==> src/hdl/kst_pkg.sv <==
// ----------------------------------------------------------------------------
// kst_pkg
// types and constants shared by the spanning tree block
// ----------------------------------------------------------------------------
package kst_pkg;
    localparam int MaxVertices = 32;
    localparam int MaxEdges    = 256;
    localparam int WeightBits  = 16;
    localparam int VBits       = 5;
    localparam int EBits       = 8;
    localparam int FBits       = 9;

    typedef struct packed {
        logic                         edge_present;
        logic [VBits-1:0]             edge_src;
        logic [VBits-1:0]             edge_dst;
        logic signed [WeightBits-1:0] edge_weight;
        logic                         last_edge;
    } t_edge_in;

    typedef struct packed {
        logic                         tree_valid;
        logic [VBits-1:0]             tree_src;
        logic [VBits-1:0]             tree_dst;
        logic signed [WeightBits-1:0] tree_weight;
        logic                         run_end;
        logic                         spanning;
        logic                         overflowed;
    } t_tree_out;

    // one stored edge
    typedef struct packed {
        logic [VBits-1:0]             src;
        logic [VBits-1:0]             dst;
        logic signed [WeightBits-1:0] w;
    } t_edge;

    // control from the sequencer to the cell row
    typedef struct packed {
        logic             clear;   // reset forest
        logic             look;    // resolve roots of a/b
        logic             unite;   // merge looked-up roots, smaller set under larger
        logic [VBits-1:0] a;
        logic [VBits-1:0] b;
    } t_uf_ctl;

    typedef enum logic [2:0] {
        S_LOAD, S_SORT_RD, S_SORT_WR, S_SCAN_RD, S_FIND, S_DECIDE, S_EMIT
    } t_state;
endpackage

==> src/hdl/kst_cell.sv <==
// ----------------------------------------------------------------------------
// kst_cell
// one vertex of the union-find forest; holds its root and its set size
// ----------------------------------------------------------------------------
module kst_cell import kst_pkg::*; (
    input  logic             i_clk,
    input  logic             i_rst_n,
    input  logic [VBits-1:0] i_index,
    input  t_uf_ctl          i_ctl,
    input  logic [VBits-1:0] i_root_a,
    input  logic [VBits-1:0] i_root_b,
    input  logic [VBits-1:0] i_root_in,
    output logic [VBits-1:0] o_root,
    output logic [VBits:0]   o_size
);
    logic [VBits-1:0] r_root, n_root;
    logic [VBits:0]   r_size, n_size;

    // each cell keeps its root directly (fully compressed forest);
    // i_root_in carries the size of the set being absorbed
    always_comb begin
        n_root = r_root;
        n_size = r_size;
        if (i_ctl.clear) begin
            n_root = i_index;
            n_size = (VBits+1)'(1);
        end else if (i_ctl.unite) begin
            if (r_root == i_root_b) n_root = i_root_a;
            if (i_index == i_root_a) n_size = r_size + {1'b0, i_root_in};
        end
    end

    always_ff @(posedge i_clk) begin
        if (!i_rst_n) begin
            r_root <= i_index;
            r_size <= (VBits+1)'(1);
        end else begin
            r_root <= n_root;
            r_size <= n_size;
        end
    end

    assign o_root = r_root;
    assign o_size = r_size;
endmodule

==> src/hdl/kst_forest.sv <==
// ----------------------------------------------------------------------------
// kst_forest
// row of vertex cells with root lookup and size-ordered join
// ----------------------------------------------------------------------------
module kst_forest import kst_pkg::*; (
    input  logic             i_clk,
    input  logic             i_rst_n,
    input  t_uf_ctl          i_ctl,
    output logic             o_same
);
    logic [VBits-1:0] w_root [MaxVertices];
    logic [VBits:0]   w_size [MaxVertices];
    logic [VBits-1:0] r_ra, r_rb;
    logic [VBits-1:0] w_big, w_sml;
    logic [VBits-1:0] w_bsize;

    always_ff @(posedge i_clk) begin
        if (i_ctl.look) begin
            r_ra <= w_root[i_ctl.a];
            r_rb <= w_root[i_ctl.b];
        end
    end

    // larger set keeps its root; ties keep root of a
    always_comb begin
        if (w_size[r_ra] < w_size[r_rb]) begin
            w_big = r_rb;
            w_sml = r_ra;
        end else begin
            w_big = r_ra;
            w_sml = r_rb;
        end
        w_bsize = w_size[w_sml][VBits-1:0];
    end

    genvar g;
    generate
        for (g = 0; g < MaxVertices; g++) begin : g_cell
            kst_cell u_cell (
                .i_clk    (i_clk),
                .i_rst_n  (i_rst_n),
                .i_index  (VBits'(g)),
                .i_ctl    (i_ctl),
                .i_root_a (w_big),
                .i_root_b (w_sml),
                .i_root_in(w_bsize),
                .o_root   (w_root[g]),
                .o_size   (w_size[g])
            );
        end
    endgenerate

    assign o_same = (r_ra == r_rb);
endmodule

==> config.mk <==
export PLATFORM = sky130hd
export DESIGN_NAME = kst_forest
export DESIGN_NICKNAME = d
export VERILOG_FILES = /design/src/hdl/kst_pkg.sv /design/src/hdl/kst_cell.sv /design/src/hdl/kst_forest.sv
export SDC_FILE = /design/constraint.sdc
export NUM_CORES = 1
export LEC_CHECK = 0
export BUFFER_PORTS_ARGS = -buffer_cell sky130_fd_sc_hd__buf_2
export CAP_MARGIN = 20
export CORE_MARGIN = 5
export CORE_UTILIZATION = 50
export CTS_CLUSTER_SIZE = 30
export DETAILED_ROUTE_END_ITERATION = 10
export PLACE_DENSITY_LB_ADDON = 0.2
export SLEW_MARGIN = 20
export SYNTH_ARGS = -nofsm -noshare
export SYNTH_HDL_FRONTEND = slang
export SYNTH_SLANG_ARGS = --single-unit
export TNS_END_PERCENT = 5
==> constraint.sdc <==
create_clock -name i_clk -period 24.8 [get_ports i_clk]
set_input_delay 1.24 -clock i_clk [delete_from_list [all_inputs] [get_ports i_clk]]
set_output_delay 1.24 -clock i_clk [all_outputs]
set_load 0.03 [all_outputs]
== Yosys cells after proc, flatten, opt, wreduce, memory -nomap -nowiden ==
Cells that the tools add are included.

* Logic and storage cells: 257
* Register bits after elaboration: 362
* Input port bits: 15

* Order comparisons: 6
* Eq/ne operators: 64
* Reduce and logical (&&, ||, !) cells: 66
* Bitwise operators: 6
* Muxes and demuxes: 17
* $add $sub $neg: 32

{| class="wikitable"
|+ Operator list
! cell !! number
|-
| adder 6 x 5 -> 6 bit || 32
|-
| equality test 5 bit || 33
|-
| AND reduction 2 bit || 64
|-
| binary-select mux 6 bit (select 5 bit) || 3
|-
| equality test 5 bit, first input constant || 16
|-
| binary-select mux 5 bit (select 5 bit) || 2
|-
| equality test 4 x 5 -> 1 bit, first input constant || 8
|-
| 2-to-1 mux 5 bit || 8
|-
| greater-or-equal comparator 6 bit, second input constant || 5
|-
| inverter 5 -> 6 bit || 5
|-
| 2-to-1 mux 6 bit || 4
|-
| equality test 3 x 5 -> 1 bit, first input constant || 4
|-
| equality test 2 x 5 -> 1 bit, first input constant || 2
|-
| < comparator 6 bit || 1
|-
| equality test 1 x 5 -> 1 bit, first input constant || 1
|-
| logical NOT 5 bit || 1
|-
| OR reduction 2 bit || 1
|-
| inverter 1 bit || 1
|}

== Depth between registers and ports, before layout ==
Gate-level depths: netlist (run 1).

* Word-level depth: 11
* Gate-level depth with buffers: 32
* Gate-level depth less buffers: 25

== Hierarchy ==
From an unflattened synthesis (run 1), not the netlist that was laid out.

* Cell total of the unflattened synthesis: 2,892
* Area total of the unflattened synthesis: 31,756.7 um2

{| class="wikitable"
|+ By module, submodules not included
! module !! sequential area each (um2) !! times used !! cells each !! area an instance (um2)
|-
| kst_cell at g_cell[0].u_cell ... || 270.3 || 30 || 65 || 724.4
|-
| kst_forest || 300.3 || 1 || 774 || 8,521.9
|-
| kst_cell at g_cell[8].u_cell ... || 270.3 || 2 || 84 || 750.7
|}

== Worst setup path before layout (run 1) ==
No wires, ideal clock.

* Path kind: register -> register
* Start: register r_rb[0]
* End: register g_cell[13].u_cell.r_size[5]
* Buffers on the path: 7
* Data required time: 24,672 ps
* Cell stages (with the launch flop): 29
* Clock period less this slack: 10,063 ps
* Slack: 14,737 ps
* Setup time: 128 ps
* Data arrival time: 9,935 ps
* Path through: edfxtp_1 > buf_4 > buf_6 > clkbuf_1 > buf_1 > mux4_2 > mux4_2 > mux2i_1 > ha_1 > a21o_1 > a21o_1 > a21oi_1 > nand4b_1 > o31ai_2 > buf_6 > mux2i_1 > buf_2 > buf_1 > nand3_1 > o211ai_1 > o32ai_1 > nor4_1 > ha_1 > a21oi_1 > nor2b_1 > o21a_1 > o21ai_0 > xor2_1 > nor2_1

* Word-level cells in the longest chain between the ends: 11
* Elaborated cells on any way between the ends: 14
* Classes of those cells: 1 x add/sub; 1 x order compare; 1 x eq/ne; 8 x mux; 2 x bitwise; 1 x reduce/logical

{| class="wikitable"
|+ Ends and longest elaborated chain
! item !! line !! RTL
|-
| start, declared || kst_forest.sv:13 || <nowiki>logic [VBits-1:0] r_ra, r_rb;</nowiki>
|-
| start signal, assigned || kst_forest.sv:20 || <nowiki>r_rb <= w_root[i_ctl.b];</nowiki>
|-
| inverter 5 -> 6 bit (implied by the code) || kst_forest.sv:26 || <nowiki>if (w_size[r_ra] < w_size[r_rb]) begin</nowiki>
|-
| binary-select mux 6 bit (select 5 bit) || kst_forest.sv:26 ||
|-
| 2-to-1 mux 6 bit (implied by the code) (2 in series) || kst_forest.sv:26 ||
|-
| < comparator 6 bit || kst_forest.sv:26 ||
|-
| 2-to-1 mux 5 bit || kst_forest.sv:26 ||
|-
| inverter 5 -> 6 bit (implied by the code) || kst_forest.sv:33 || <nowiki>w_bsize = w_size[w_sml][VBits-1:0];</nowiki>
|-
| binary-select mux 6 bit (select 5 bit) || kst_forest.sv:33 ||
|-
| 2-to-1 mux 5 bit (implied by the code) (2 in series) || kst_forest.sv:33 ||
|-
| adder 6 x 5 -> 6 bit || kst_cell.sv:29 || <nowiki>if (i_index == i_root_a) n_size = r_size + {1'b0, i_root_in};</nowiki>
|-
| end signal, assigned || kst_cell.sv:36 || <nowiki>r_size <= (VBits+1)'(1);</nowiki>
|-
| end signal, assigned || kst_cell.sv:39 || <nowiki>r_size <= n_size;</nowiki>
|-
| end, declared || kst_cell.sv:17 || <nowiki>logic [VBits:0] r_size, n_size;</nowiki>
|}

Several ways; a longest one is shown, not always the timed one. The select of a mux whose other input is x is not followed.
A chain may end at the register's enable or synchronous reset.

== Worst setup path after layout (run 1) ==
* Start: register r_rb[0]
* End: register g_cell[9].u_cell.r_size[5]

* Word-level cells in the longest chain between the ends: 11
* Elaborated cells on any way between the ends: 14
* Classes of those cells: 1 x add/sub; 1 x order compare; 1 x eq/ne; 8 x mux; 2 x bitwise; 1 x reduce/logical

{| class="wikitable"
|+ Ends and longest elaborated chain
! item !! line
|-
| inverter 5 -> 6 bit (implied by the code) || kst_forest.sv:26
|-
| binary-select mux 6 bit (select 5 bit) || kst_forest.sv:26
|-
| 2-to-1 mux 6 bit (implied by the code) (2 in series) || kst_forest.sv:26
|-
| < comparator 6 bit || kst_forest.sv:26
|-
| 2-to-1 mux 5 bit || kst_forest.sv:26
|-
| inverter 5 -> 6 bit (implied by the code) || kst_forest.sv:33
|-
| binary-select mux 6 bit (select 5 bit) || kst_forest.sv:33
|-
| 2-to-1 mux 5 bit (implied by the code) (2 in series) || kst_forest.sv:33
|-
| adder 6 x 5 -> 6 bit || kst_cell.sv:29
|-
| end signal, assigned || kst_cell.sv:36
|-
| end signal, assigned || kst_cell.sv:39
|-
| end, declared || kst_cell.sv:17
|}

Several ways; a longest one is shown, not always the timed one. The select of a mux whose other input is x is not followed.

==> out/qor.json, run 1 <==
{
  "report.final.slew_viol_count": {"value": 0},
  "synthDistinctLibCells": {"value": 53},
  "tritoncts": {"value": "done"},
  "maxCapViolCount": {"value": 0},
  "yosysWarningCount": {"value": 0},
  "wl_per_cell": {"value": 24.2, "unit": "microns"},
  "ys.flop_type": {"value": "sky130_fd_sc_hd__dfxtp_1"},
  "number_of_endpoints_with_negative_hold_slack_in_the_final_report": {"value": 0},
  "number_of_violations_reported_at_the_end_of_detailed_routing_iteration_0": {"value": 1983},
  "placed_cell_area": {"value": 29400, "unit": "sq um"},
  "slowest_stage": {"value": "sky130_fd_sc_hd__mux2i_4"},
  "leakage": {"value": 11.8, "unit": "nW"},
  "synth.top_cells.by_area": {"value": "sky130_fd_sc_hd__dfxtp_1 (24%), sky130_fd_sc_hd__mux4_2 (17%), sky130_fd_sc_hd__mux2i_1 (13%)"},
  "area_overhead_vs_synth": {"value": 7.83, "unit": "%"},
  "timing.slew.headroom": {"value": 0.212},
  "synth_cells": {"value": 2892},
  "number_of_flops_mapped_to_enable_cells_by_yosys": {"value": 10},
  "nNetsFinal": {"value": 3010},
  "most_crowded_layer_gr": {"value": "met2"},
  "path_class": {"value": "reg -> reg"},
  "status": {"value": "completed"},
  "avgViaCountPerCell": {"value": 6.27},
  "cts.hold.buffers_added": {"value": 0},
  "critical_path.most_common_cell": {"value": "sky130_fd_sc_hd__buf_4"},
  "power_density": {"value": 68.1, "unit": "nW/um^2"},
  "antenna_found_initial": {"value": 1},
  "maximum_number_of_pins_on_one_net_before_global_route_repair": {"value": 81},
  "dieArea": {"value": 62700, "unit": "sq um"},
  "num_vias": {"value": 22543},
  "dp.final_hpwl": {"value": 58.5, "unit": "mm"},
  "met3_track_usage_gr": {"value": 0.0542},
  "num_rows": {"value": 88},
  "cts-resized-gates": {"value": 0},
  "critical_path_fanout_max": {"value": 34},
  "die_w": {"value": 250, "unit": "microns"},
  "synth-seq-area-share": {"value": 0.254},
  "total_grt_overflow": {"value": 0},
  "setup-tns-final": {"value": 0, "unit": "ns"},
  "fin_skew": {"value": 0.0153, "unit": "ns"},
  "synth_area_leader_cell": {"value": "sky130_fd_sc_hd__dfxtp_1"},
  "place_congestion": {"value": 0.931},
  "critical_path.startpoint_type": {"value": "flop"},
  "first_global_vias": {"value": 22406},
  "critPathArrivalTime": {"value": 9.43, "unit": "ns"},
  "post-cts-setup-buffers": {"value": 0},
  "cts_max_path_buffers": {"value": 3},
  "cpPeakStageDelay": {"value": 0.75, "unit": "ns"},
  "syn-cell-area": {"value": 28900, "unit": "sq um"},
  "clock_sink_count": {"value": 362},
  "core_area": {"value": 57500, "unit": "sq um"},
  "post_route_cells_drive_above_1_share": {"value": 0.152},
  "vdd_drop_max": {"value": 0.0554, "unit": "mV"},
  "postSynthRegisterBits": {"value": 362},
  "drtAntennaViolNets": {"value": 0},
  "worst_setup_hold_path_clk_slew": {"value": 0.06, "unit": "ns"},
  "grtUsageMet2": {"value": 0.453},
  "root_buffer": {"value": "sky130_fd_sc_hd__clkbuf_16"},
  "finalSetupViolCount": {"value": 0},
  "post-route-min-period": {"value": 8.98, "unit": "ns"},
  "max_freq": {"value": 0.111, "unit": "GHz"},
  "synthArstFlopShare": {"value": 0},
  "grt_use_met1": {"value": 0.344},
  "worstMarginPinSlew": {"value": 1.18, "unit": "ns"},
  "global_route_wire_length_before_repair": {"value": 134, "unit": "mm"},
  "finalWirelength": {"value": 86.9, "unit": "mm"},
  "drc": {"value": 0},
  "insertion_delay": {"value": 0.61, "unit": "ns"},
  "stdcell_area": {"value": 31100, "unit": "sq um"},
  "cp_data_required_time": {"value": 25.25, "unit": "ns"},
  "mappedNetlistNets": {"value": 3110},
  "synth.avg_cell_area": {"value": 9.98, "unit": "sq um"},
  "synth.top_cell.area_share": {"value": 0.244},
  "die_h": {"value": 250, "unit": "microns"},
  "final_core_util": {"value": 0.542},
  "min_period_over_period": {"value": 0.362},
  "min-delay-path-class": {"value": "reg -> reg"},
  "final.fill_count": {"value": 4956},
  "global_route_total_usage_across_every_layer": {"value": 0.269},
  "num_io_pins": {"value": 16},
  "initial_utilization": {"value": 0.502},
  "power.total": {"value": 2.12, "unit": "mW"},
  "drtPass1Iterations": {"value": 8},
  "clock_tree.htree_level_count": {"value": 2},
  "buffer_ports.inserted": {"value": 15},
  "crit_path_end_kind": {"value": "flop"},
  "cts_made_buffers": {"value": 44},
  "setup_repair_after_global_routing_missed_its_margin": {"value": "no"}
}
==> critical path, delay by kind of cell (launching register included) <==
family | cells | cell delay [ns]
xor+xnor | 1 | 0.16
flops | 1 | 0.32
simple gates | 3 | 0.68
buf+inv | 6 | 2.79
mux | 4 | 1.95
compound gates | 12 | 2.23
fa+ha+maj | 2 | 0.60
==> report_power, final <==
group | switching (mW) | internal [mW]
Combinational | 0.447 | 0.299
Sequential | 0.00952 | 0.590
Clock | 0.288 | 0.485
Total | 0.745 | 1.37
==> final timing paths <==
| path | end | start | slack, ns | cells after the start |
|---|---|---|---|---|
| worst max-delay path | g_cell[9].u_cell.o_size[5] | r_rb[0] | 15.82 | 28 |
| worst min-delay path | g_cell[19].u_cell.o_root[2] | g_cell[19].u_cell.o_root[2] | 0.50 | 2 |
| worst max register to register | g_cell[9].u_cell.o_size[5] | r_rb[0] | 15.82 | 28 |
| worst min register to register | g_cell[19].u_cell.o_root[2] | g_cell[19].u_cell.o_root[2] | 0.50 | 2 |
==> layout make-up <==
type,count,area (sq um),area share
multi-input cells,2232,20400,0.654
flip-flops and latches,362,7350,0.236
clock buffers,49,1160,0.0373
well taps,765,957,0.0307
clock inverters,33,551,0.0177
repair buffers,54,373,0.0120
inverters,98,368,0.0118
diodes,1,2.50,0.0000804
==> stage by stage <==
step	setup slack (ns)	hold WS, ns	instances
3_5_place_dp	15.93	0.488	3511
4_1_cts	15.93	0.501	3593
6_report	15.82	0.500	3594
3_3_place_gp	16.07	0.476	3511
2_1_floorplan	14.74	0.465	2892
5_1_grt	15.33	0.524	3593
==> cells in the final DEF (no fill, tap or decap), types with 5 or more instances in the layout <==
| cell | n |
|---|---|
| sky130_fd_sc_hd__and2_1 | 6 |
| sky130_fd_sc_hd__nor3_1 | 12 |
| sky130_fd_sc_hd__a22oi_1 | 17 |
| sky130_fd_sc_hd__ha_1 | 171 |
| sky130_fd_sc_hd__mux2i_1 | 369 |
| sky130_fd_sc_hd__fa_1 | 32 |
| sky130_fd_sc_hd__a211oi_1 | 30 |
| sky130_fd_sc_hd__inv_1 | 96 |
| sky130_fd_sc_hd__o22ai_1 | 8 |
| sky130_fd_sc_hd__mux2_2 | 16 |
| sky130_fd_sc_hd__nor2_1 | 323 |
| sky130_fd_sc_hd__nand2_1 | 215 |
| sky130_fd_sc_hd__nand4_2 | 10 |
| sky130_fd_sc_hd__and4_1 | 19 |
| sky130_fd_sc_hd__nor2b_1 | 42 |
| sky130_fd_sc_hd__o21a_1 | 16 |
| sky130_fd_sc_hd__mux4_2 | 215 |
| sky130_fd_sc_hd__clkbuf_16 | 44 |
| sky130_fd_sc_hd__o32ai_1 | 5 |
| sky130_fd_sc_hd__dfxtp_1 | 352 |
| sky130_fd_sc_hd__nand3_1 | 55 |
| sky130_fd_sc_hd__nand4_1 | 9 |
| sky130_fd_sc_hd__a21oi_1 | 166 |
| sky130_fd_sc_hd__buf_2 | 13 |
| sky130_fd_sc_hd__xor2_1 | 110 |
| sky130_fd_sc_hd__edfxtp_1 | 10 |
| sky130_fd_sc_hd__bufinv_16 | 14 |
| sky130_fd_sc_hd__buf_4 | 41 |
| sky130_fd_sc_hd__nand2b_1 | 13 |
| sky130_fd_sc_hd__a21o_1 | 64 |
| sky130_fd_sc_hd__xnor2_1 | 169 |
| sky130_fd_sc_hd__clkinv_2 | 10 |
| sky130_fd_sc_hd__nor4_4 | 31 |
| sky130_fd_sc_hd__o21ai_0 | 65 |
==> cell usage after synthesis (64+ instances only) <==
| library cell | number |
|---|---|
| sky130_fd_sc_hd__o21ai_0 | 65 |
| sky130_fd_sc_hd__a21o_1 | 64 |
| sky130_fd_sc_hd__dfxtp_1 | 352 |
| sky130_fd_sc_hd__xnor2_1 | 169 |
| sky130_fd_sc_hd__mux4_2 | 215 |
| sky130_fd_sc_hd__clkbuf_1 | 110 |
| sky130_fd_sc_hd__a21oi_1 | 166 |
| sky130_fd_sc_hd__inv_1 | 96 |
| sky130_fd_sc_hd__nor2_1 | 323 |
| sky130_fd_sc_hd__ha_1 | 171 |
| sky130_fd_sc_hd__mux2i_1 | 376 |
| sky130_fd_sc_hd__xor2_1 | 110 |
| sky130_fd_sc_hd__nand2_1 | 215 |
==> per-layer routing <==
layer | part of all wire | up-vias
li1 | - | 10254
met1 | 0.41 | 11245
met2 | 0.48 | 804
met3 | 0.070 | 238
met4 | 0.043 | 2
met5 | 0.000081 | -
==> state kept, by name, summed over array words and instances (netlist names) <==
register and cells:
r_ra 5, g_cell.u_cell.o_root 160, r_rb 5, g_cell.u_cell.o_size 192
==> cell families after synthesis <==
| logic type | after synthesis | synth area share |
|---|---|---|
| mux | 610 | 0.306 |
| xor+xnor | 279 | 0.0846 |
| flops | 362 | 0.254 |
| fa+ha+maj | 203 | 0.0963 |
| compound gates | 390 | 0.0819 |
| buf+inv | 298 | 0.0437 |
| simple gates | 750 | 0.133 |
(Power assumes the default switching activity.)
==> run 2, diff against run 1 <==
--- a/config.mk
+++ b/config.mk
@@ -5,6 +5,7 @@
 export SDC_FILE = /design/constraint.sdc
 export NUM_CORES = 1
 export LEC_CHECK = 0
+export ABC_AREA = 1
 export BUFFER_PORTS_ARGS = -buffer_cell sky130_fd_sc_hd__buf_2
 export CAP_MARGIN = 20
 export CORE_MARGIN = 5
==> constraint.sdc (replaced) <==
create_clock -name i_clk -period 8.45 [get_ports i_clk]
set_input_delay 0.4225 -clock i_clk [delete_from_list [all_inputs] [get_ports i_clk]]
set_output_delay 0.4225 -clock i_clk [all_outputs]
set_load 0.03 [all_outputs]
==> out/qor.json, run 2 <==
{
  "status": {"value": "completed"},
  "finalWirelength": {"value": 110, "unit": "mm"},
  "stdcell_area": {"value": 31600, "unit": "sq um"},
  "crit_path_end_kind": {"value": "flop"},
  "worst_setup_hold_path_clk_slew": {"value": 0.06, "unit": "ns"},
  "avgViaCountPerCell": {"value": 6.00},
  "post-route-min-period": {"value": 7.62, "unit": "ns"},
  "synth_commonest_cells": {"value": "sky130_fd_sc_hd__nand2_1 (1095), sky130_fd_sc_hd__nor2_1 (506), sky130_fd_sc_hd__a21oi_1 (462), sky130_fd_sc_hd__o21ai_0 (454), sky130_fd_sc_hd__nand3_1 (364)"},
  "die_h": {"value": 252, "unit": "microns"},
  "final_cells": {"value": 5350},
  "ys.flop_type": {"value": "sky130_fd_sc_hd__dfxtp_1"},
  "yosys.cell_count.top_type": {"value": "sky130_fd_sc_hd__nand2_1"},
  "synthArstFlopShare": {"value": 0},
  "report.final.slew_viol_count": {"value": 0},
  "dp.final_hpwl": {"value": 74.0, "unit": "mm"},
  "synth-seq-area-share": {"value": 0.250},
  "cp_data_required_time": {"value": 8.93, "unit": "ns"},
  "first_global_vias": {"value": 28826},
  "global_route_total_usage_across_every_layer": {"value": 0.331},
  "num_io_pins": {"value": 16},
  "leakage": {"value": 14.5, "unit": "nW"},
  "insertion_delay": {"value": 0.62, "unit": "ns"},
  "clock_tree.htree_level_count": {"value": 2},
  "drtAntennaViolNets": {"value": 0},
  "drtPass1Iterations": {"value": 6},
  "min-delay-path-class": {"value": "in -> reg"},
  "synth.top_cell.area_share": {"value": 0.240},
  "postSynthRegisterBits": {"value": 362},
  "cts.hold.buffers_added": {"value": 0},
  "initial_utilization": {"value": 0.506},
  "wl_per_cell": {"value": 20.6, "unit": "microns"},
  "place_congestion": {"value": 1.07},
  "layout.cells.most_common_list": {"value": "sky130_fd_sc_hd__nand2_1 (1088), sky130_fd_sc_hd__nor2_1 (505), sky130_fd_sc_hd__a21oi_1 (462), sky130_fd_sc_hd__o21ai_0 (454), sky130_fd_sc_hd__nand3_1 (364)"},
  "cts_max_path_buffers": {"value": 3},
  "setup_repair_after_global_routing_missed_its_margin": {"value": "no"},
  "synth_area_leader_cell": {"value": "sky130_fd_sc_hd__dfxtp_1"},
  "num_vias": {"value": 32119},
  "register_area": {"value": 7350, "unit": "sq um"},
  "power_density": {"value": 294, "unit": "nW/um^2"},
  "area_overhead_vs_synth": {"value": 7.88, "unit": "%"},
  "number_of_violations_reported_at_the_end_of_detailed_routing_iteration_0": {"value": 3766},
  "critPathArrivalTime": {"value": 8.09, "unit": "ns"},
  "placed_cell_area": {"value": 30000, "unit": "sq um"},
  "maximum_number_of_pins_on_one_net_before_global_route_repair": {"value": 116},
  "vdd_drop_max": {"value": 0.210, "unit": "mV"},
  "yosysWarningCount": {"value": 0},
  "cpPeakStageDelay": {"value": 0.82, "unit": "ns"},
  "worstMarginPinSlew": {"value": 1.08, "unit": "ns"},
  "slowest_stage": {"value": "sky130_fd_sc_hd__nand2_2"},
  "number_of_endpoints_with_negative_hold_slack_in_the_final_report": {"value": 0},
  "path_class": {"value": "reg -> reg"},
  "synth.avg_cell_area": {"value": 6.27, "unit": "sq um"},
  "critical_path_fanout_max": {"value": 51},
  "synth_cells": {"value": 4678},
  "num_rows": {"value": 88},
  "syn-cell-area": {"value": 29300, "unit": "sq um"},
  "final.fill_count": {"value": 5819},
  "number_of_flops_mapped_to_enable_cells_by_yosys": {"value": 10},
  "antenna_found_initial": {"value": 1},
  "cts_made_buffers": {"value": 46},
  "timing.slew.headroom": {"value": 0.277},
  "dieArea": {"value": 63600, "unit": "sq um"},
  "die_w": {"value": 252, "unit": "microns"},
  "drc": {"value": 0},
  "clock_sink_count": {"value": 362},
  "root_buffer": {"value": "sky130_fd_sc_hd__clkbuf_16"},
  "core_area": {"value": 57900, "unit": "sq um"},
  "total_placed_cells_including_tap_cells": {"value": 5265},
  "maxCapViolCount": {"value": 0},
  "largest_reg_flops": {"value": 192},
  "post-cts-setup-buffers": {"value": 0},
  "total_grt_overflow": {"value": 0},
  "global_route_wire_length_before_repair": {"value": 168, "unit": "mm"},
  "final_common_cell": {"value": "sky130_fd_sc_hd__nand2_1"},
  "final.hold.worst_slack": {"value": 0.217, "unit": "ns"},
  "critical_path.startpoint_type": {"value": "flop"},
  "min_period_over_period": {"value": 0.902},
  "synthDistinctLibCells": {"value": 42},
  "cts-resized-gates": {"value": 0},
  "fin_skew": {"value": 0.0371, "unit": "ns"},
  "synth.top_cells.by_area": {"value": "sky130_fd_sc_hd__dfxtp_1 (24%), sky130_fd_sc_hd__nand2_1 (14%), sky130_fd_sc_hd__a21oi_1 (7.9%)"},
  "setup-tns-final": {"value": 0, "unit": "ns"},
  "post_route_cells_drive_above_1_share": {"value": 0.0692},
  "buffer_ports.inserted": {"value": 15},
  "finalSetupViolCount": {"value": 0},
  "max_freq": {"value": 0.131, "unit": "GHz"},
  "mappedNetlistNets": {"value": 4896},
  "power.total": {"value": 9.30, "unit": "mW"},
  "tritoncts": {"value": "done"},
  "total_area_of_multi_input_combinational_cells": {"value": 19600, "unit": "sq um"},
  "nNetsFinal": {"value": 4766}
}
run 2: cell types whose count changed after synthesis, moves of 89 or more:
cell                      previous run  this run
sky130_fd_sc_hd__nor2_1            323       506
sky130_fd_sc_hd__nand3_1            56       364
sky130_fd_sc_hd__nand2_1           215      1095
sky130_fd_sc_hd__o21ai_0            65       454
sky130_fd_sc_hd__xnor2_1           169        16
sky130_fd_sc_hd__inv_1              96       335
sky130_fd_sc_hd__a21oi_1           166       462
sky130_fd_sc_hd__mux4_2            215         0
sky130_fd_sc_hd__o21ai_1             1        90
sky130_fd_sc_hd__mux2i_1           376         0
run 2: metrics by stage:
step / util / setup slack, ns
after floorplan: - / 2.41
after global placement: 0.518 / 1.25
after detailed placement: 0.518 / 1.13
after CTS: 0.546 / 1.13
after global routing: 0.546 / 0.423
final: 0.546 / 0.832
run 2: final timing paths:
kind	from	slack, ns	endpoint	cells after the start
min	i_ctl[11]	0.22	r_ra[2]	1
min reg2reg	g_cell[31].u_cell.o_size[5]	0.47	g_cell[31].u_cell.o_size[5]	1
max reg2reg	r_ra[0]	0.83	g_cell[5].u_cell.o_size[5]	28
max	r_ra[0]	0.83	g_cell[5].u_cell.o_size[5]	28
run 2: kinds of logic (layout without fill, tap and decap cells):
logic type,Yosys count,in the layout,share of synthesized area
AOI/OAI and AO/OA,1241,1241,0.234
xor gates and xnor gates,91,91,0.0272
buffers and inverters,642,546,0.0870
adders and majority gates,203,203,0.0948
DFF,362,362,0.250
and+or+nand+nor,2139,2139,0.306
other,0,3,0
run 2: power by group:
group,internal (mW),switching [mW]
sequential,1.76,0.0608
clock,1.33,0.834
combinational,1.68,3.64
run 2: final cells by class:
class | count | area share
diodes | 3 | 0.000237
clock buffers | 69 | 0.0455
clock inverters | 13 | 0.00660
inverters | 375 | 0.0446
multi-input cells | 3674 | 0.618
flip-flops and latches | 362 | 0.232
well taps | 765 | 0.0302
repair buffers | 89 | 0.0223
run 2: worst max-delay path: cells and delay by family, from the launching register on:
family	cells	cell delay, ns
buf+inv	4	1.57
flops	1	0.37
compound gates	12	3.00
simple gates	10	1.89
fa+ha+maj	2	0.57
run 2: metal layers:
| layer | GRT usage | part of all wire | vias to the layer above | wire length [microns] |
|---|---|---|---|---|
| met2 | 0.518 | 0.44 | 1708 | 48200 |
| met4 | 0.187 | 0.065 | 0 | 7190 |
| li1 | - | - | 15474 | - |
| met1 | 0.435 | 0.40 | 14513 | 44300 |
| met3 | 0.0547 | 0.096 | 424 | 10600 |
| met5 | 0 | 0 | - | 0 |
